**src/rtl/core/utf8t_pkg.sv**
```systemverilog
// Shared types and byte-class constants for the UTF-8 character-limit truncator.
// No dependencies; every other file in rtl/core except utf8t_if imports this package.
package utf8t_pkg;

  // Byte classes: (byte & MASK) == VAL
  localparam logic [7:0] ASCII_MASK = 8'h80;
  localparam logic [7:0] ASCII_VAL  = 8'h00;
  localparam logic [7:0] CONT_MASK  = 8'hC0;
  localparam logic [7:0] CONT_VAL   = 8'h80;
  localparam logic [7:0] LEAD2_MASK = 8'hE0;
  localparam logic [7:0] LEAD2_VAL  = 8'hC0;
  localparam logic [7:0] LEAD3_MASK = 8'hF0;
  localparam logic [7:0] LEAD3_VAL  = 8'hE0;
  localparam logic [7:0] LEAD4_MASK = 8'hF8;
  localparam logic [7:0] LEAD4_VAL  = 8'hF0;

  localparam logic [7:0]  NUL_BYTE    = 8'h00;
  localparam logic [15:0] LIMIT_RESET = 16'hFFFF;

  // One finished character (or the terminator), queued for serialization
  typedef struct packed {
    logic [3:0][7:0] bytes;     // bytes[0] goes out first
    logic [1:0]      last_idx;  // index of the final byte
    logic            eos;       // terminator record
  } utf8t_rec_t;

endpackage

```
**src/rtl/core/utf8t_if.sv**
```systemverilog
// Valid/ready channel interfaces for the truncator's byte input and result output.
// No dependencies.
interface utf8t_in_if;
  logic       valid;
  logic       ready;
  logic [7:0] in_byte;

  modport source (output valid, output in_byte, input ready);
  modport sink   (input valid, input in_byte, output ready);
endinterface

interface utf8t_out_if;
  logic       valid;
  logic       ready;
  logic [7:0] out_byte;
  logic       end_of_string;
  logic       last_of_run;

  modport source (output valid, output out_byte, output end_of_string,
                  output last_of_run, input ready);
  modport sink   (input valid, input out_byte, input end_of_string,
                  input last_of_run, output ready);
endinterface

```
**src/rtl/core/utf8t_front.sv**
```systemverilog
// Front end: accepts input bytes, classifies them, buffers partial characters
// and pushes finished characters as records. Depends on utf8t_pkg, utf8t_if.
module utf8t_front
  import utf8t_pkg::*;
#(
  parameter int CHAR_COUNT_BITS = 16
) (
  input  logic             clk_i,
  input  logic             rst_ni,
  utf8t_in_if.sink         in_ch,
  input  logic             cfg_we_i,
  input  logic [15:0]      cfg_wdata_i,
  input  logic             q_full_i,
  output logic             push_o,
  output utf8t_rec_t       rec_o
);

  localparam int CmpW = (CHAR_COUNT_BITS > 16) ? CHAR_COUNT_BITS : 16;
  localparam logic [CHAR_COUNT_BITS-1:0] CountMax = {CHAR_COUNT_BITS{1'b1}};

  logic [15:0]                char_limit_q;
  logic [2:0][7:0]            pend_q, pend_d;
  logic [1:0]                 pending_q, pending_d;
  logic [1:0]                 expected_q, expected_d;
  logic [CHAR_COUNT_BITS-1:0] kept_q, kept_d;
  logic                       stopped_q, stopped_d;

  logic [7:0] b;
  logic       fire;
  logic       at_limit;
  logic       bump;

  assign in_ch.ready = !q_full_i;
  assign fire        = in_ch.valid && in_ch.ready;
  assign b           = in_ch.in_byte;
  assign at_limit    = CmpW'(kept_q) >= CmpW'(char_limit_q);

  always_comb begin
    pend_d     = pend_q;
    pending_d  = pending_q;
    expected_d = expected_q;
    kept_d     = kept_q;
    stopped_d  = stopped_q;
    push_o     = 1'b0;
    bump       = 1'b0;
    rec_o      = '0;
    if (fire) begin
      if (b == NUL_BYTE) begin
        // terminator: emit and clear string state
        push_o      = 1'b1;
        rec_o.eos   = 1'b1;
        pending_d   = '0;
        expected_d  = '0;
        kept_d      = '0;
        stopped_d   = 1'b0;
      end else if (stopped_q) begin
        // drop
      end else if (expected_q == 2'd0) begin
        if (at_limit) begin
          stopped_d = 1'b1;
        end else if ((b & ASCII_MASK) == ASCII_VAL) begin
          push_o         = 1'b1;
          rec_o.bytes[0] = b;
          bump           = 1'b1;
        end else if ((b & LEAD2_MASK) == LEAD2_VAL) begin
          pend_d[0]  = b;
          pending_d  = 2'd1;
          expected_d = 2'd1;
        end else if ((b & LEAD3_MASK) == LEAD3_VAL) begin
          pend_d[0]  = b;
          pending_d  = 2'd1;
          expected_d = 2'd2;
        end else if ((b & LEAD4_MASK) == LEAD4_VAL) begin
          pend_d[0]  = b;
          pending_d  = 2'd1;
          expected_d = 2'd3;
        end else begin
          stopped_d = 1'b1;
        end
      end else if ((b & CONT_MASK) != CONT_VAL) begin
        // broken sequence: drop the partial character
        pending_d  = '0;
        expected_d = '0;
        stopped_d  = 1'b1;
      end else if (pending_q >= expected_q) begin
        // final continuation: buffered bytes then this one
        push_o         = 1'b1;
        rec_o.bytes[0] = pend_q[0];
        rec_o.bytes[1] = (pending_q == 2'd1) ? b : pend_q[1];
        rec_o.bytes[2] = (pending_q == 2'd2) ? b : pend_q[2];
        rec_o.bytes[3] = b;
        rec_o.last_idx = pending_q;
        pending_d      = '0;
        expected_d     = '0;
        bump           = 1'b1;
      end else begin
        case (pending_q)
          2'd1:    pend_d[1] = b;
          2'd2:    pend_d[2] = b;
          default: pend_d[0] = b;
        endcase
        pending_d = pending_q + 2'd1;
      end
    end
    if (bump && kept_q != CountMax) begin
      kept_d = kept_q + 1'b1;
    end
  end

  always_ff @(posedge clk_i or negedge rst_ni) begin
    if (!rst_ni) begin
      char_limit_q <= LIMIT_RESET;
      pending_q    <= '0;
      expected_q   <= '0;
      kept_q       <= '0;
      stopped_q    <= 1'b0;
    end else begin
      if (cfg_we_i) begin
        char_limit_q <= cfg_wdata_i;
      end
      pending_q  <= pending_d;
      expected_q <= expected_d;
      kept_q     <= kept_d;
      stopped_q  <= stopped_d;
    end
  end

  always_ff @(posedge clk_i) begin
    pend_q <= pend_d;
  end

  // an open character never holds more bytes than its lead announced
  assert property (@(posedge clk_i) disable iff (!rst_ni)
    (expected_q != 2'd0) |-> (pending_q != 2'd0 && pending_q <= expected_q))
    else $error("front: pending count out of range for open character");

endmodule

```
**src/rtl/core/utf8t_fifo.sv**
```systemverilog
// Short record queue between the front end and the serializer.
// Depends on utf8t_pkg.
module utf8t_fifo
  import utf8t_pkg::*;
#(
  parameter int DEPTH = 4
) (
  input  logic       clk_i,
  input  logic       rst_ni,
  input  logic       push_i,
  input  utf8t_rec_t rec_i,
  input  logic       pop_i,
  output logic       full_o,
  output logic       valid_o,
  output utf8t_rec_t rec_o
);

  localparam int PtrW = (DEPTH > 1) ? $clog2(DEPTH) : 1;
  localparam int CntW = $clog2(DEPTH + 1);
  localparam logic [PtrW-1:0] LastPtr = PtrW'(DEPTH - 1);

  utf8t_rec_t            mem_q [DEPTH];
  logic [PtrW-1:0]       wptr_q, wptr_d;
  logic [PtrW-1:0]       rptr_q, rptr_d;
  logic [CntW-1:0]       cnt_q, cnt_d;
  logic                  do_push, do_pop;

  assign full_o  = (cnt_q == CntW'(DEPTH));
  assign valid_o = (cnt_q != '0);
  assign rec_o   = mem_q[rptr_q];
  assign do_push = push_i && !full_o;
  assign do_pop  = pop_i && valid_o;

  always_comb begin
    wptr_d = wptr_q;
    rptr_d = rptr_q;
    cnt_d  = cnt_q;
    if (do_push) begin
      wptr_d = (wptr_q == LastPtr) ? '0 : wptr_q + 1'b1;
    end
    if (do_pop) begin
      rptr_d = (rptr_q == LastPtr) ? '0 : rptr_q + 1'b1;
    end
    case ({do_push, do_pop})
      2'b10:   cnt_d = cnt_q + 1'b1;
      2'b01:   cnt_d = cnt_q - 1'b1;
      default: cnt_d = cnt_q;
    endcase
  end

  always_ff @(posedge clk_i or negedge rst_ni) begin
    if (!rst_ni) begin
      wptr_q <= '0;
      rptr_q <= '0;
      cnt_q  <= '0;
    end else begin
      wptr_q <= wptr_d;
      rptr_q <= rptr_d;
      cnt_q  <= cnt_d;
    end
  end

  always_ff @(posedge clk_i) begin
    if (do_push) begin
      mem_q[wptr_q] <= rec_i;
    end
  end

  assert property (@(posedge clk_i) disable iff (!rst_ni)
    cnt_q <= CntW'(DEPTH))
    else $error("fifo: occupancy exceeds depth");

endmodule

```
**src/rtl/core/utf8t_back.sv**
```systemverilog
// Back end: serializes the queued head record into result transfers.
// Depends on utf8t_pkg, utf8t_if.
module utf8t_back
  import utf8t_pkg::*;
(
  input  logic       clk_i,
  input  logic       rst_ni,
  input  logic       rec_valid_i,
  input  utf8t_rec_t rec_i,
  output logic       pop_o,
  utf8t_out_if.source out_ch
);

  logic [1:0] idx_q, idx_d;
  logic       fire;
  logic       last;

  assign last                 = (idx_q == rec_i.last_idx);
  assign out_ch.valid         = rec_valid_i;
  assign out_ch.out_byte      = rec_i.bytes[idx_q];
  assign out_ch.end_of_string = rec_i.eos;
  assign out_ch.last_of_run   = last;
  assign fire                 = out_ch.valid && out_ch.ready;
  assign pop_o                = fire && last;

  always_comb begin
    idx_d = idx_q;
    if (fire) begin
      idx_d = last ? 2'd0 : idx_q + 2'd1;
    end
  end

  always_ff @(posedge clk_i or negedge rst_ni) begin
    if (!rst_ni) begin
      idx_q <= '0;
    end else begin
      idx_q <= idx_d;
    end
  end

  assert property (@(posedge clk_i) disable iff (!rst_ni)
    rec_valid_i |-> (idx_q <= rec_i.last_idx))
    else $error("back: byte index ran past end of record");

endmodule

```
**src/rtl/core/utf8_char_limit_truncator_unit.sv**
```systemverilog
// A byte that completes a character (or a zero byte) is written as a record into the
//   queue, and its result run is served from the queue head, oldest record first.
// Throughput: one input byte per cycle while the queue is not full; one result per cycle
//   from the serializer while ready is high, decoupled by a QUEUE_DEPTH record queue.
// Reset: clears string state and queue, the character limit returns to 65535;
//   no clearing pass.
module utf8_char_limit_truncator_unit
  import utf8t_pkg::*;
#(
  parameter int CHAR_COUNT_BITS = 16,
  parameter int QUEUE_DEPTH     = 4
) (
  input  logic         clk_i,
  input  logic         rst_ni,
  utf8t_in_if.sink     in_ch,
  utf8t_out_if.source  out_ch,
  input  logic         cfg_we_i,
  input  logic [15:0]  cfg_wdata_i
);

  // Record path: front pushes whole characters, back drains them byte by byte
  logic       q_push;
  logic       q_pop;
  logic       q_full;
  logic       q_valid;
  utf8t_rec_t push_rec;
  utf8t_rec_t head_rec;

  // Classify and buffer; ready drops only when the queue is full
  utf8t_front #(
    .CHAR_COUNT_BITS (CHAR_COUNT_BITS)
  ) u_front (
    .clk_i       (clk_i),
    .rst_ni      (rst_ni),
    .in_ch       (in_ch),
    .cfg_we_i    (cfg_we_i),
    .cfg_wdata_i (cfg_wdata_i),
    .q_full_i    (q_full),
    .push_o      (q_push),
    .rec_o       (push_rec)
  );

  // Hold finished characters so each side stalls on its own
  utf8t_fifo #(
    .DEPTH (QUEUE_DEPTH)
  ) u_fifo (
    .clk_i   (clk_i),
    .rst_ni  (rst_ni),
    .push_i  (q_push),
    .rec_i   (push_rec),
    .pop_i   (q_pop),
    .full_o  (q_full),
    .valid_o (q_valid),
    .rec_o   (head_rec)
  );

  // Advance through the head record one transfer at a time
  utf8t_back u_back (
    .clk_i       (clk_i),
    .rst_ni      (rst_ni),
    .rec_valid_i (q_valid),
    .rec_i       (head_rec),
    .pop_o       (q_pop),
    .out_ch      (out_ch)
  );

  // The terminator is always a lone zero byte closing its run
  assert property (@(posedge clk_i) disable iff (!rst_ni)
    (out_ch.valid && out_ch.end_of_string) |->
      (out_ch.out_byte == NUL_BYTE && out_ch.last_of_run))
    else $error("top: malformed terminator result");

  // A zero byte always leaves a record waiting in the queue
  assert property (@(posedge clk_i) disable iff (!rst_ni)
    (in_ch.valid && in_ch.ready && in_ch.in_byte == NUL_BYTE) |=> q_valid)
    else $error("top: zero byte produced no terminator record");

endmodule

```
**src/flat_wrapper.sv**
```systemverilog
// flat-port wrapper written by rule: the top's interface ports become plain ports
module utf8_char_limit_truncator_unit_flat import utf8t_pkg::*;
#(
  parameter int CHAR_COUNT_BITS = 16,
  parameter int QUEUE_DEPTH     = 4
)
  (clk_i, rst_ni, cfg_we_i, cfg_wdata_i, in_ch_valid, in_ch_in_byte, in_ch_ready, out_ch_valid, out_ch_out_byte, out_ch_end_of_string, out_ch_last_of_run, out_ch_ready);
  utf8t_in_if in_ch_i ();
  utf8t_out_if out_ch_i ();
  input  logic clk_i;
  input  logic rst_ni;
  input  logic cfg_we_i;
  input  logic [15:0] cfg_wdata_i;
  input wire logic [$bits(in_ch_i.valid)-1:0] in_ch_valid;
  input wire logic [$bits(in_ch_i.in_byte)-1:0] in_ch_in_byte;
  output wire logic [$bits(in_ch_i.ready)-1:0] in_ch_ready;
  output wire logic [$bits(out_ch_i.valid)-1:0] out_ch_valid;
  output wire logic [$bits(out_ch_i.out_byte)-1:0] out_ch_out_byte;
  output wire logic [$bits(out_ch_i.end_of_string)-1:0] out_ch_end_of_string;
  output wire logic [$bits(out_ch_i.last_of_run)-1:0] out_ch_last_of_run;
  input wire logic [$bits(out_ch_i.ready)-1:0] out_ch_ready;
  assign in_ch_i.valid = in_ch_valid;
  assign in_ch_i.in_byte = in_ch_in_byte;
  assign in_ch_ready = in_ch_i.ready;
  assign out_ch_valid = out_ch_i.valid;
  assign out_ch_out_byte = out_ch_i.out_byte;
  assign out_ch_end_of_string = out_ch_i.end_of_string;
  assign out_ch_last_of_run = out_ch_i.last_of_run;
  assign out_ch_i.ready = out_ch_ready;
  utf8_char_limit_truncator_unit #(.CHAR_COUNT_BITS(CHAR_COUNT_BITS), .QUEUE_DEPTH(QUEUE_DEPTH)) u_core (.clk_i(clk_i), .rst_ni(rst_ni), .in_ch(in_ch_i), .out_ch(out_ch_i), .cfg_we_i(cfg_we_i), .cfg_wdata_i(cfg_wdata_i));
endmodule
```
**config.mk**
```make
export PLATFORM = sky130hd
export DESIGN_NAME = utf8_char_limit_truncator_unit_flat
export DESIGN_NICKNAME = d
export VERILOG_FILES = /design/src/rtl/core/utf8t_pkg.sv /design/src/rtl/core/utf8t_if.sv /design/src/rtl/core/utf8t_front.sv /design/src/rtl/core/utf8t_fifo.sv /design/src/rtl/core/utf8t_back.sv /design/src/rtl/core/utf8_char_limit_truncator_unit.sv /design/src/flat_wrapper.sv
export SDC_FILE = /design/constraint.sdc
export NUM_CORES = 1
export LEC_CHECK = 0
export BUFFER_PORTS_ARGS = -buffer_cell sky130_fd_sc_hd__buf_4
export CAP_MARGIN = 20
export CORE_UTILIZATION = 60
export CTS_BUF_LIST = sky130_fd_sc_hd__clkbuf_16
export DETAILED_ROUTE_END_ITERATION = 16
export PLACE_DENSITY_LB_ADDON = 0.25
export SYNTH_ARGS = -nofsm -noshare
export SYNTH_HDL_FRONTEND = slang
export SYNTH_SLANG_ARGS = --single-unit
```
**constraint.sdc**
```tcl
create_clock -name clk_i -period 5.6 [get_ports clk_i]
set_input_delay 0 -clock clk_i [delete_from_list [all_inputs] [get_ports clk_i]]
set_output_delay 0 -clock clk_i [all_outputs]
set_load 0.005 [all_outputs]
```
* Word level (Yosys, flattened, before mapping) *
Memories as Yosys holds them, arrays and structs flattened.
Index checks and enable logic that the tools add are counted.

storage, ports and cells
  bits in registers = 70
  bits in writable memories = 140
  input port bits = 29
  output and inout port bits = 12
  logic and storage cells = 144
  memories kept = 1

cells by class
  add/subtract/negate cells = 7
  $lt $le $gt $ge = 3
  equal/unequal tests = 23
  multiplexer cells = 72
  bitwise operators = 5
  reduce and logical (&&, ||, !) cells = 21

memories
  memory               depth  width  read ports  clocked after memory_dff  wr ports  RTL line          source
  u_core.u_fifo.mem_q  4      35     1           0                         1         utf8t_fifo.sv:22  utf8t_rec_t mem_q [DEPTH];

operator list
  operator                                       number
  two-way mux 34 bit                             4
  two-way mux 8 bit                              15
  two-way mux 16 bit                             3
  two-way mux 2 bit                              24
  two-way mux 35 bit                             1
  two-way mux 24 bit                             1
  two-way mux 1 bit                              22
  adder 16 x 1 -> 16 bit, second input constant  1
  binary-select mux 8 bit (select 2 bit)         1
  >= comparator 16 bit                           1
  zero test 8 bit                                2
  != test 16 bit, second input constant          1
  AND reduction 6 bit                            2
  != test 2 bit, second input constant           5
  AND reduction 9 bit                            1
  adder 2 x 1 -> 2 bit, second input constant    4
  equality test 2 bit, second input constant     4
  equality test 3 bit, second input constant     2
  logical AND 1 bit                              6
  != test 3 bit, second input constant           2
  one-hot mux 3 bit (2 select lines)             1
  nonzero test 2 bit                             3
  equality test 5 bit, second input constant     1
  != test 5 x 2 -> 1 bit, second input constant  1
  17 further kinds                               23

* Depth between registers and ports, before layout *
Gate-level depths: netlist of run 1.

  depth in word-level cells = 10
  mapped depth = 14
  depth with buffers taken out = 14

* By module *
A second synthesis of run 1 with hierarchy kept.

unflattened totals
  cell total of the unflattened synthesis = 593
  area total of the unflattened synthesis = 9,501.6 µm²

by module, submodules not included
  module       times used  cells an instance  area an instance (µm²)  seq. area each (µm²)
  utf8t_fifo   1           223                5,560.3                 4,379.2
  utf8t_front  1           343                3,584.7                 1,666.6
  utf8t_back   1           27                 356.6                   50.0

* Worst setup path before layout of run 1 *
No wires, ideal clock.

  path kind = register to register
  from = reg u_core.u_front.char_limit_q[0]
  to = mem u_core.u_fifo.mem_q[3][0] in the netlist's numbering, enable pin
  library setup time = 395 ps
  arrival = 3,110 ps
  data required time = 5,205 ps
  setup slack = 2,095 ps
  cell stages (with the launch flop) = 8
  buffers on the path = 0
  period minus slack after synthesis = 3,505 ps
  cell sequence = dfstp_2 > ha_1 > nand2b_1 > a2111o_1 > a311oi_1 > a21oi_1 > o21ai_2 > and2_1

on the way
  longest elaborated chain between the ends = 9

RTL lines
  element                                  RTL line            source
  from (decl)                              utf8t_front.sv:21   logic [15:0] char_limit_q;
  from (signal assigned)                   utf8t_front.sv:119  char_limit_q <= cfg_wdata_i;
  >= comparator 16 bit                     utf8t_front.sv:36   assign at_limit = CmpW'(kept_q) >= CmpW'(char_limit_q);
  two-way mux 1 bit                        utf8t_front.sv:59   if (at_limit) begin
  two-way mux 1 bit                        utf8t_front.sv:58   end else if (expected_q == 2'd0) begin
  two-way mux 1 bit                        utf8t_front.sv:56   end else if (stopped_q) begin
  two-way mux 1 bit                        utf8t_front.sv:48   if (b == NUL_BYTE) begin
  two-way mux 1 bit                        utf8t_front.sv:47   if (fire) begin
  logical AND 1 bit                        utf8t_fifo.sv:31    assign do_push = push_i && !full_o;
  two-way mux 1 bit                        utf8t_fifo.sv:64    if (do_push) begin
  two-way mux 1 bit (implied by the code)  utf8t_fifo.sv:65    mem_q[wptr_q] <= rec_i;
  to (decl)                                utf8t_fifo.sv:22

No other way between the ends.

* Final worst setup path of run 1 *
  from = reg u_core.u_front.char_limit_q[0]
  to = mem u_core.u_fifo.mem_q[2][32] in the netlist's numbering, enable pin

Same word-level chain as after synthesis.

==> results of run 1 <==
-- critical path: cells and delay by family, from the launching register on --
family	cells	cell delay (ns)
flip-flops	1	0.53
adder cells (fa/ha/maj)	1	0.22
AND/OR/NAND/NOR	2	1.00
AO/OA/AOI/OAI	4	1.28
buffers and inverters	1	0.22
-- power groups by stage --
stage	Sequential, W	Combinational (W)	Clock (W)
floorplan	0.00194	0.000874	0
global placement	0.00201	0.00114	0
detailed placement	0.00202	0.00117	0
CTS	0.00199	0.00122	0.00141
global route	0.00201	0.00134	0.00148
finish	0.00199	0.00122	0.00140
-- synth_stat cells (14+ instances only) --
cell type	count	area (um^2)
and2_1	29	181.4
clkbuf_1	16	60.06
dfrtp_1	30	750.7
dfstp_2	16	420.4
edfxtp_1	164	4925
ha_1	27	337.8
inv_1	31	116.4
mux2_2	22	247.7
mux4_2	43	968.4
nand2_1	42	157.7
nand3_1	14	70.07
nor2_1	20	75.07
nor3_1	15	75.07
o21ai_0	23	115.1
-- path summary, 6_finish.rpt --
| path | start | endpoint | slack, ns |
|---|---|---|---|
| setup / recovery | u_core.u_front.char_limit_q[0] | u_core.u_fifo.mem_q[2][32] | 1.94 |
| hold / removal | rst_ni | u_core.u_fifo.rptr_q[1] | 0.07 |
| setup reg to reg | u_core.u_front.char_limit_q[0] | u_core.u_fifo.mem_q[2][32] | 1.94 |
| hold reg to reg | u_core.u_fifo.cnt_q[2] | u_core.u_fifo.cnt_q[2] | 0.52 |
| max in group asynchronous | rst_ni | u_core.u_fifo.rptr_q[0] | 5.10 |
| min in group clk_i | in_ch_in_byte[2] | u_core.u_front.pend_q[2] | 0.30 |
-- final cells by class --
type	count	area share [%]
sequential	210	54.86
clock inverter	17	1.126
inverter	31	1.047
tap	188	2.117
timing repair buffer	106	8.647
clock buffer	23	5.179
multi-input combinational	332	27.02
-- metrics by stage --
step | setup slack, ns | hold slack, ns
final | 1.937 | 0.07244
after global routing | 1.703 | 0.1360
after CTS | 1.930 | 0.06744
after detailed placement | 1.954 | 0.04776
after global placement | 2.023 | 0.03898
after floorplan | 2.095 | -0.2956
-- kinds of logic (layout without fill, tap and decap cells) --
kind of cell               count (synthesis)  in the layout  synth area share (%)
buffers and inverters                     56            177                 2.472
xor gates and xnor gates                   5              5                0.4703
and+or+nand+nor                          156            156                 8.896
muxes                                     68             68                 13.44
AOI/OAI and AO/OA                         71             71                 5.375
adders and majority gates                 28             28                 3.843
other                                      1              4               0.04027
DFF                                      210            210                 65.47
-- state kept, by name (all words and copies together), names as in the netlist --
name and cells:
u_core.u_fifo.mem_q 140, u_core.u_front.pend_q 24, u_core.u_front.char_limit_q 16, u_core.u_front.kept_q 16
u_core.u_fifo.cnt_q 3, u_core.u_back.idx_q 2, u_core.u_fifo.rptr_q 2, u_core.u_fifo.wptr_q 2
u_core.u_front.expected_q 2, u_core.u_front.pending_q 2, u_core.u_front.stopped_q 1
-- routing by layer --
metal	GRT usage, %	part of all wire [%]	vias up
li1	-	-	2509
met1	35.13	41	2882
met2	44.75	50	232
met3	3.838	6.2	53
met4	9.142	3.0	0
met5	0	0	-
==> flow_metrics.py, run 1 <==
metrics = {
    "die": {
        "die_width_um": 126.6,
        "num_io_pins": 41,
        "initial_utilization_pct": 61.48,
        "placementRows": 45,
        "die_area_mm2": 0.01602,
        "core_area_mm2": 0.01515,
        "die_h_um": 126.6,
    },
    "cts": {
        "cts_tree": "done",
        "postCtsHoldBufs": 58,
        "worst_skew_pair.late_latency_ns": 0.49,
        "cts.htree.levels": 1,
        "cts_num_sinks": 210,
        "clock_path_buffers": 3,
        "count_of_instances_resized_after_the_clock_tree_is_built": 0,
        "cts.root.buffer_cell": "clkbuf_16",
        "post_cts_repair_timing_setup_buffer_count": 0,
        "cts.clk_slew.worst_paths_ns": 0.06,
        "cts-buffers-inserted": 22,
    },
    "pwr": {
        "switchingPower_w": 0.001289,
        "power.share.switching_pct": 27.92,
        "pwr-share-seq_pct": 43.1,
        "max-vdd-ir-drop_uv": 280.0,
        "power.density_mw_per_mm2": 415.5,
        "clock_power_share_pct": 30.4,
        "leakage_dissipation_nw": 4.029,
        "intPower_w": 0.003329,
        "power_frac_comb_pct": 26.5,
        "finalPower_w": 0.004618,
    },
    "worst_setup_path": {
        "worstSetupStartpointType": "register",
        "timing_worst_setup_path_type": "reg2reg",
        "worst_path_arrival_time_ns": 3.77,
        "worst_ep_required_time_ns": 5.71,
        "crit_chain": "ha_1 -> nand2b_1 -> a2111o_1 -> a311oi_1 -> a21oi_1 -> buf_4 -> o21ai_2 -> and2_2",
        "critical_path.endpoint_type": "register",
        "timing.reg2reg.worst_path_depth": 8,
        "crit_fanout": 35,
        "critical-path-max-stage-delay_ns": 0.86,
        "critPathSlowestCell": "and2_2",
    },
    "logic_synthesis": {
        "postSynth.topFlopCell": "edfxtp_1",
        "synthCells": 595,
        "synth.cell_area_mm2": 0.009311,
        "post_synth.cell_area_avg_um2": 15.65,
        "ys_seq_area_share_pct": 65.47,
        "synthArstFlopShare_pct": 21.90,
        "synth_warnings": 0,
        "synth_seq_cells": 210,
        "number_of_enable_type_register_cells_in_the_synthesized_netlist": 164,
        "netlist-cell-type-count": 56,
    },
    "place": {
        "dp_cells": 808,
        "dp_hpwl_mm": 11.39,
        "gp_congestion": 0.8663,
        "io_buffers": 40,
        "dpl_cell_area_mm2": 0.009804,
    },
    "layout": {
        "multi_input_area_mm2": 0.003003,
        "final_cell_mix": "edfxtp_1, dlygate4sd3_1, buf_4",
        "post-route-util_pct": 73.37,
        "finish.instance_area_mm2": 0.01111,
        "syn2layout_area_growth_pct": 19.35,
        "layout.filler_cells": 900,
        "sequential_cell_area_mm2": 0.006097,
        "fin_cells": 907,
        "count_of_nets_after_finishing": 760,
        "proportion_of_layout_cells_with_a_drive_suffix_above_1_pct": 24.48,
        "n_antenna_cell": 0,
        "layout_commonest_cell": "edfxtp_1",
    },
    "timing": {
        "final.min_clock_period_ns": 3.663,
        "layout_worst_path_cycle_share_pct": 65.41,
        "number_of_failing_hold_endpoints_at_the_final_stage": 0,
        "timing_worst_slew_pin_value_ns": 0.9882,
        "finalSetupTns_ns": 0,
        "final-max-slew-violation-count": 0,
        "achievable-frequency_mhz": 273.0,
        "unrepaired_setup_endpoints_after_global_routing": "no",
        "max-slew-margin-rel_pct": 34.12,
        "clock-skew-final_ns": 0.01338,
        "final_setup_violation_count": 0,
    },
    "global_routing": {
        "antenna_found_initial": 0,
        "grtUsageTotal_pct": 26.31,
        "grt_first_pass_wirelength_mm": 31.71,
        "globalRoute.totalOverflow": 0,
        "grt_max_degree": 47,
        "first_global_vias": 5980,
    },
    "routing": {
        "ant_nets": 0,
        "drcViolationCount": 0,
        "detail_route.wirelength_mm": 19.91,
        "detailedRoute.firstPassIterationCount": 5,
        "routed_via_count_divided_by_cell_count": 6.258,
        "avgRoutedWirePerCell_um": 21.95,
        "detailedRoute.firstIterationViolations": 645,
        "num_vias": 5676,
    },
    "run_status": {
        "run_status": "finished clean",
    },
    "min_path": {
        "worstHoldPathType": "in2async",
    },
    "run": {
        "max_cap_viols": 0,
    },
}
(Power assumes the default switching activity.)
==> run 2, diff against run 1 <==
--- a/config.mk
+++ b/config.mk
@@ -7,7 +7,7 @@
 export LEC_CHECK = 0
 export BUFFER_PORTS_ARGS = -buffer_cell sky130_fd_sc_hd__buf_4
 export CAP_MARGIN = 20
-export CORE_UTILIZATION = 60
+export CORE_UTILIZATION = 55
 export CTS_BUF_LIST = sky130_fd_sc_hd__clkbuf_16
 export DETAILED_ROUTE_END_ITERATION = 16
 export PLACE_DENSITY_LB_ADDON = 0.25
==> constraint.sdc (replaced) <==
create_clock -name clk_i -period 2.97 [get_ports clk_i]
set_input_delay 0 -clock clk_i [delete_from_list [all_inputs] [get_ports clk_i]]
set_output_delay 0 -clock clk_i [all_outputs]
set_load 0.005 [all_outputs]
==> run 2 against run 1 <==
Net effect: worst setup slack worse by 1.9 ns; sequential cell count is the same; non-clock buffer count grew 20; cell count rose by 5.5%; clock-buffer cell count is 1 lower; clock power increased by 79%; sequential power rose by 84%; largest power group unchanged.
==> flow_metrics.py, run 2 (synthesis gave the netlist of run 1 again) <==
metrics = {
    "die": {
        "placementRows": 47,
        "die_width_um": 132.1,
        "num_io_pins": 41,
        "die_h_um": 132.1,
        "die_area_mm2": 0.01745,
        "core_area_mm2": 0.01658,
        "initial_utilization_pct": 56.15,
    },
    "timing": {
        "final.min_clock_period_ns": 2.925,
        "final-max-slew-violation-count": 0,
        "unrepaired_setup_endpoints_after_global_routing": "yes",
        "max-slew-margin-rel_pct": 55.11,
        "number_of_failing_hold_endpoints_at_the_final_stage": 0,
        "layout_worst_path_cycle_share_pct": 98.50,
        "final_setup_violation_count": 0,
        "clock-skew-final_ns": 0.01687,
        "achievable-frequency_mhz": 341.8,
        "timing_worst_slew_pin_value_ns": 0.6734,
        "fin_worst_setup_slack_ns": 0.04469,
    },
    "pwr": {
        "power.density_mw_per_mm2": 764.5,
        "leakage_dissipation_nw": 4.109,
        "finalPower_w": 0.008732,
        "max-vdd-ir-drop_uv": 400.9,
    },
    "place": {
        "post-place-ws_ns": -0.002550,
        "gp_congestion": 0.8455,
        "io_buffers": 40,
        "dp_hpwl_mm": 12.19,
    },
    "layout": {
        "reg.largest.list": "u_core.u_fifo.mem_q: 140 flops, u_core.u_front.pend_q: 24 flops",
        "count_of_nets_after_finishing": 780,
        "largest-register": "u_core.u_fifo.mem_q",
        "layout.filler_cells": 1134,
        "sequential_cell_area_mm2": 0.006097,
        "post-route-util_pct": 68.88,
        "final_cell_mix": "edfxtp_1, buf_4, dlygate4sd3_1",
        "largest_register_ffs": 140,
        "multi_input_area_mm2": 0.003120,
        "syn2layout_area_growth_pct": 22.67,
        "proportion_of_layout_cells_with_a_drive_suffix_above_1_pct": 29.31,
        "layout_commonest_cell": "edfxtp_1",
        "n_antenna_cell": 0,
    },
    "worst_setup_path": {
        "timing.critical_path.to": "u_core.u_fifo.cnt_q[2]",
        "worst_ep_required_time_ns": 3.38,
        "timing.reg2reg.worst_path_depth": 14,
        "worst_path_arrival_time_ns": 3.33,
        "regToRegStartpoint": "u_core.u_front.char_limit_q[11]",
        "worst-r2r-setup-slack_ns": 0.04,
        "reg2reg_to": "u_core.u_fifo.cnt_q[2]",
        "critical_path.endpoint_type": "register",
        "critical_path.startpoint": "u_core.u_front.char_limit_q[11]",
        "crit_fanout": 2,
        "timing_worst_setup_path_type": "reg2reg",
        "worstSetupStartpointType": "register",
    },
    "cts": {
        "cts.htree.levels": 1,
        "clock_path_buffers": 3,
        "cts_tree": "done",
        "cts-buffers-inserted": 22,
        "worst_skew_pair.late_latency_ns": 0.49,
        "cts.clk_slew.worst_paths_ns": 0.06,
        "cts.root.buffer_cell": "clkbuf_16",
        "cts_num_sinks": 210,
    },
    "routing": {
        "met3_routed_wl_um": 833,
        "ant_nets": 0,
        "detailedRoute.firstIterationViolations": 365,
        "drt-met1-wl_mm": 7.856,
        "detailedRoute.firstPassIterationCount": 5,
        "route.top_layer_used": "met4",
        "detail_route.wirelength_mm": 20.17,
        "met2WireLength_mm": 10.92,
        "avgRoutedWirePerCell_um": 21.07,
        "num_vias": 5625,
        "routed_via_count_divided_by_cell_count": 5.878,
        "drcViolationCount": 0,
    },
    "global_routing": {
        "grtUsageTotal_pct": 24.03,
        "grt_max_degree": 47,
        "grt_first_pass_wirelength_mm": 32.24,
        "antenna_found_initial": 0,
        "first_global_vias": 6150,
        "globalRoute.totalOverflow": 0,
    },
    "run_status": {
        "run_status": "finished clean",
    },
    "min_path": {
        "worstHoldPathType": "in2async",
    },
    "run": {
        "max_cap_viols": 0,
    },
}
==> run 2: through the flow <==
step,hold slack (ns),cell area [um^2],cells,TNS [ns]
final,0.05868,11420,957,0
after global routing,0.1090,11420,957,-0.1620
after CTS,0.07193,11300,954,0
after detailed placement,0.05425,10050,857,-0.002550
after global placement,0.04329,10050,857,0
after floorplan,-0.2956,9338,598,0
==> run 2: worst max-delay path, stage by stage (launching register included) <==
cell,delay (ns)
dfstp_2,0.53
inv_1,0.06
ha_1,0.34
nand2_2,0.11
o21a_1,0.22
a2bb2oi_1,0.17
a21oi_2,0.24
o21ai_2,0.10
inv_1,0.06
ha_2,0.18
inv_2,0.04
fa_2,0.35
xor2_1,0.16
nor2_1,0.12
xor2_1,0.16
==> run 2: final cells by class <==
cell class	count	area share, %
Clock inverter	16	0.9530
Clock buffer	22	4.820
Inverter	31	1.019
Sequential cell	210	53.38
Multi-Input combinational cell	332	27.32
Tap cell	220	2.410
Timing Repair Buffer	126	10.10
==> run 2: repair_timing <==
action,4_1_cts,5_1_grt
hold endpoints to repair,133,0
buffers inserted,1,3
endpoints found under the setup margin,2,23
pin swaps,1,15
gates resized for setup,2,19
hold buffers,58,0
==> run 2: power breakdown <==
| group | internal [W] | switching (W) |
|---|---|---|
| Combinational | 0.00135 | 0.00123 |
| Clock | 0.00143 | 0.00107 |
| Sequential | 0.00349 | 0.000176 |
==> run 2: how the worst min path moves through the flow <==
stage          slack [ns]   start                        to  cells after the start
5_1_grt              0.11  rst_ni    u_core.u_fifo.cnt_q[2]                      2
4_1_cts              0.07  rst_ni  u_core.u_front.kept_q[1]                      2
3_3_place_gp         0.04  rst_ni    u_core.u_fifo.cnt_q[2]                      1
3_5_place_dp         0.05  rst_ni    u_core.u_fifo.cnt_q[2]                      1
2_1_floorplan       -0.30  rst_ni    u_core.u_back.idx_q[0]                      0
6_report             0.06  rst_ni    u_core.u_fifo.cnt_q[2]                      2
==> run 2: layer usage <==
metal	global-route usage (%)	vias to the layer above
met5	0	-
li1	-	2545
met2	44.89	187
met3	2.845	45
met4	8.204	0
met1	28.72	2848
==> run 3, diff against run 2 <==
==> constraint.sdc (replaced) <==
create_clock -name clk_i -period 2.97 [get_ports clk_i]
set_input_delay 0 -clock clk_i [delete_from_list [all_inputs] [get_ports clk_i]]
set_output_delay 0 -clock clk_i [all_outputs]
set_load 0.05 [all_outputs]
==> run 3 against run 2 <==
Net effect: combinational power grew 19%; clock-buffer cell count is the same; worst hold slack gained 0.0030 ns; final area rose by 0.80%; critical path depth is 5 lower; sequential power about the same; maximum frequency grew 1.0%; power is 6.7% higher; clock skew down 0.0048 ns.
==> flow_metrics.py, run 3 (synthesis gave the netlist of run 1 again) <==
metrics = {
    "timing": {
        "clock-skew-final_ns": 0.01209,
        "achievable-frequency_mhz": 345.4,
        "fin_worst_setup_slack_ns": 0.07441,
        "final.min_clock_period_ns": 2.896,
        "timing_worst_slew_pin_value_ns": 0.6163,
        "max-slew-margin-rel_pct": 58.92,
        "layout_worst_path_cycle_share_pct": 97.49,
        "final_setup_violation_count": 0,
        "finalSetupTns_ns": 0,
        "final-max-slew-violation-count": 0,
        "number_of_failing_hold_endpoints_at_the_final_stage": 0,
        "unrepaired_setup_endpoints_after_global_routing": "yes",
    },
    "routing": {
        "ant_nets": 0,
        "met2WireLength_mm": 10.74,
        "avgRoutedWirePerCell_um": 20.96,
        "detailedRoute.firstIterationViolations": 352,
        "met3_routed_wl_um": 826,
        "routed_via_count_divided_by_cell_count": 5.932,
        "drt-met1-wl_mm": 7.975,
        "route.top_layer_used": "met4",
        "drcViolationCount": 0,
        "detailedRoute.firstPassIterationCount": 6,
        "num_vias": 5707,
        "detail_route.wirelength_mm": 20.17,
    },
    "worst_setup_path": {
        "timing_worst_setup_path_type": "reg2reg",
        "critical_path.endpoint_type": "register",
        "timing.reg2reg.worst_path_depth": 9,
        "worst_path_arrival_time_ns": 3.11,
        "worst_ep_required_time_ns": 3.19,
        "worst-r2r-setup-slack_ns": 0.07,
        "regToRegStartpoint": "u_core.u_front.char_limit_q[0]",
        "reg2reg_to": "u_core.u_fifo.mem_q[0][23]",
        "worstSetupStartpointType": "register",
        "crit_fanout": 6,
    },
    "pwr": {
        "max-vdd-ir-drop_uv": 483.9,
        "leakage_dissipation_nw": 4.173,
        "power.density_mw_per_mm2": 809.2,
    },
    "cts": {
        "cts.htree.levels": 1,
        "cts-buffers-inserted": 22,
        "clock_path_buffers": 3,
        "cts_num_sinks": 210,
        "cts.clk_slew.worst_paths_ns": 0.06,
        "cts.root.buffer_cell": "clkbuf_16",
        "cts_tree": "done",
        "worst_skew_pair.late_latency_ns": 0.51,
    },
    "layout": {
        "post-route-util_pct": 69.43,
        "layout_commonest_cell": "edfxtp_1",
        "largest-register": "u_core.u_fifo.mem_q",
        "largest_register_ffs": 140,
        "proportion_of_layout_cells_with_a_drive_suffix_above_1_pct": 28.17,
        "syn2layout_area_growth_pct": 23.65,
        "final_cell_mix": "edfxtp_1, dlygate4sd3_1, buf_4",
        "n_antenna_cell": 0,
        "count_of_nets_after_finishing": 784,
        "finish.instance_area_mm2": 0.01151,
        "reg.largest.list": "u_core.u_fifo.mem_q: 140 flops, u_core.u_front.pend_q: 24 flops",
    },
    "die": {
        "die_h_um": 132.1,
        "initial_utilization_pct": 56.15,
        "die_area_mm2": 0.01745,
        "placementRows": 47,
        "die_width_um": 132.1,
        "core_area_mm2": 0.01658,
        "num_io_pins": 41,
    },
    "run": {
        "max_cap_viols": 0,
    },
    "global_routing": {
        "grtUsageTotal_pct": 22.92,
        "antenna_found_initial": 0,
        "grt_max_degree": 47,
        "globalRoute.totalOverflow": 0,
        "first_global_vias": 5937,
        "grt_first_pass_wirelength_mm": 30.90,
    },
    "place": {
        "gp_congestion": 0.8558,
        "post-place-ws_ns": 0.02630,
        "dp_hpwl_mm": 11.55,
        "io_buffers": 40,
        "dpl_cell_area_mm2": 0.01007,
    },
    "min_path": {
        "worstHoldPathType": "in2async",
    },
    "run_status": {
        "run_status": "finished clean",
    },
}
==> run 3: critical path, stage by stage (launching register included) <==
cell,delay (ns)
dfstp_2,0.54
ha_1,0.22
nand2b_1,0.14
a2111o_1,0.39
a311oi_2,0.34
a21oi_2,0.12
o21ai_2,0.20
buf_4,0.17
and2_4,0.28
clkbuf_16,0.21
==> run 3: worst max-delay path by stage <==
| stage | startpoint | endpoint | cells past startpoint |
|---|---|---|---|
| 2_1_floorplan | u_core.u_front.char_limit_q[0] | u_core.u_fifo.cnt_q[1] | 11 |
| 3_3_place_gp | u_core.u_front.char_limit_q[0] | u_core.u_fifo.cnt_q[2] | 13 |
| 3_5_place_dp | u_core.u_front.char_limit_q[14] | u_core.u_fifo.cnt_q[2] | 14 |
| 4_1_cts | u_core.u_fifo.rptr_q[0] | out_ch_out_byte[5] | 4 |
| 5_1_grt | u_core.u_front.char_limit_q[0] | u_core.u_fifo.cnt_q[2] | 13 |
| 6_report | u_core.u_front.char_limit_q[0] | u_core.u_fifo.mem_q[0][23] | 9 |
==> run 3: per-layer routing <==
| metal | vias to the layer above | GRT usage (%) |
|---|---|---|
| met1 | 2906 | 27.88 |
| met2 | 180 | 42.15 |
| met5 | - | 0 |
| li1 | 2564 | - |
| met4 | 0 | 7.817 |
| met3 | 57 | 2.884 |
==> run 3: metrics by stage <==
stage          total power [W]  cells  hold WS, ns
4_1_cts               0.009280    954      0.06613
5_1_grt               0.009712    962       0.1041
6_report              0.009317    962      0.06164
3_3_place_gp          0.006536    857      0.04281
3_5_place_dp          0.006628    857      0.05926
2_1_floorplan         0.005825    598      -0.2956
==> run 3: cell type report <==
cell class,instances,area (um^2)
Clock inverter,17,133.9
Inverter,31,116.4
Fill cell,1087,5070
Tap cell,220,275.3
Timing Repair Buffer,130,1289
Multi-Input combinational cell,332,3052
Clock buffer,22,550.5
Sequential cell,210,6097
==> run 3: repair_timing <==
item / CTS / global route
setup buffers: 0 / 1
endpoints found under the setup margin: 1 / 16
pin swaps: 0 / 9
resized for setup: 1 / 12
hold buffers: 58 / 0
gates cloned: 0 / 8
hold endpoints to repair: 140 / 0
==> run 3: report_power, final <==
part / switching [W] / internal, W / leakage [nW]
Combinational: 0.00169 / 0.00137 / 1.84
Sequential: 0.000182 / 0.00348 / 1.99
Clock: 0.00108 / 0.00152 / 0.345
Total: 0.00295 / 0.00637 / 4.17
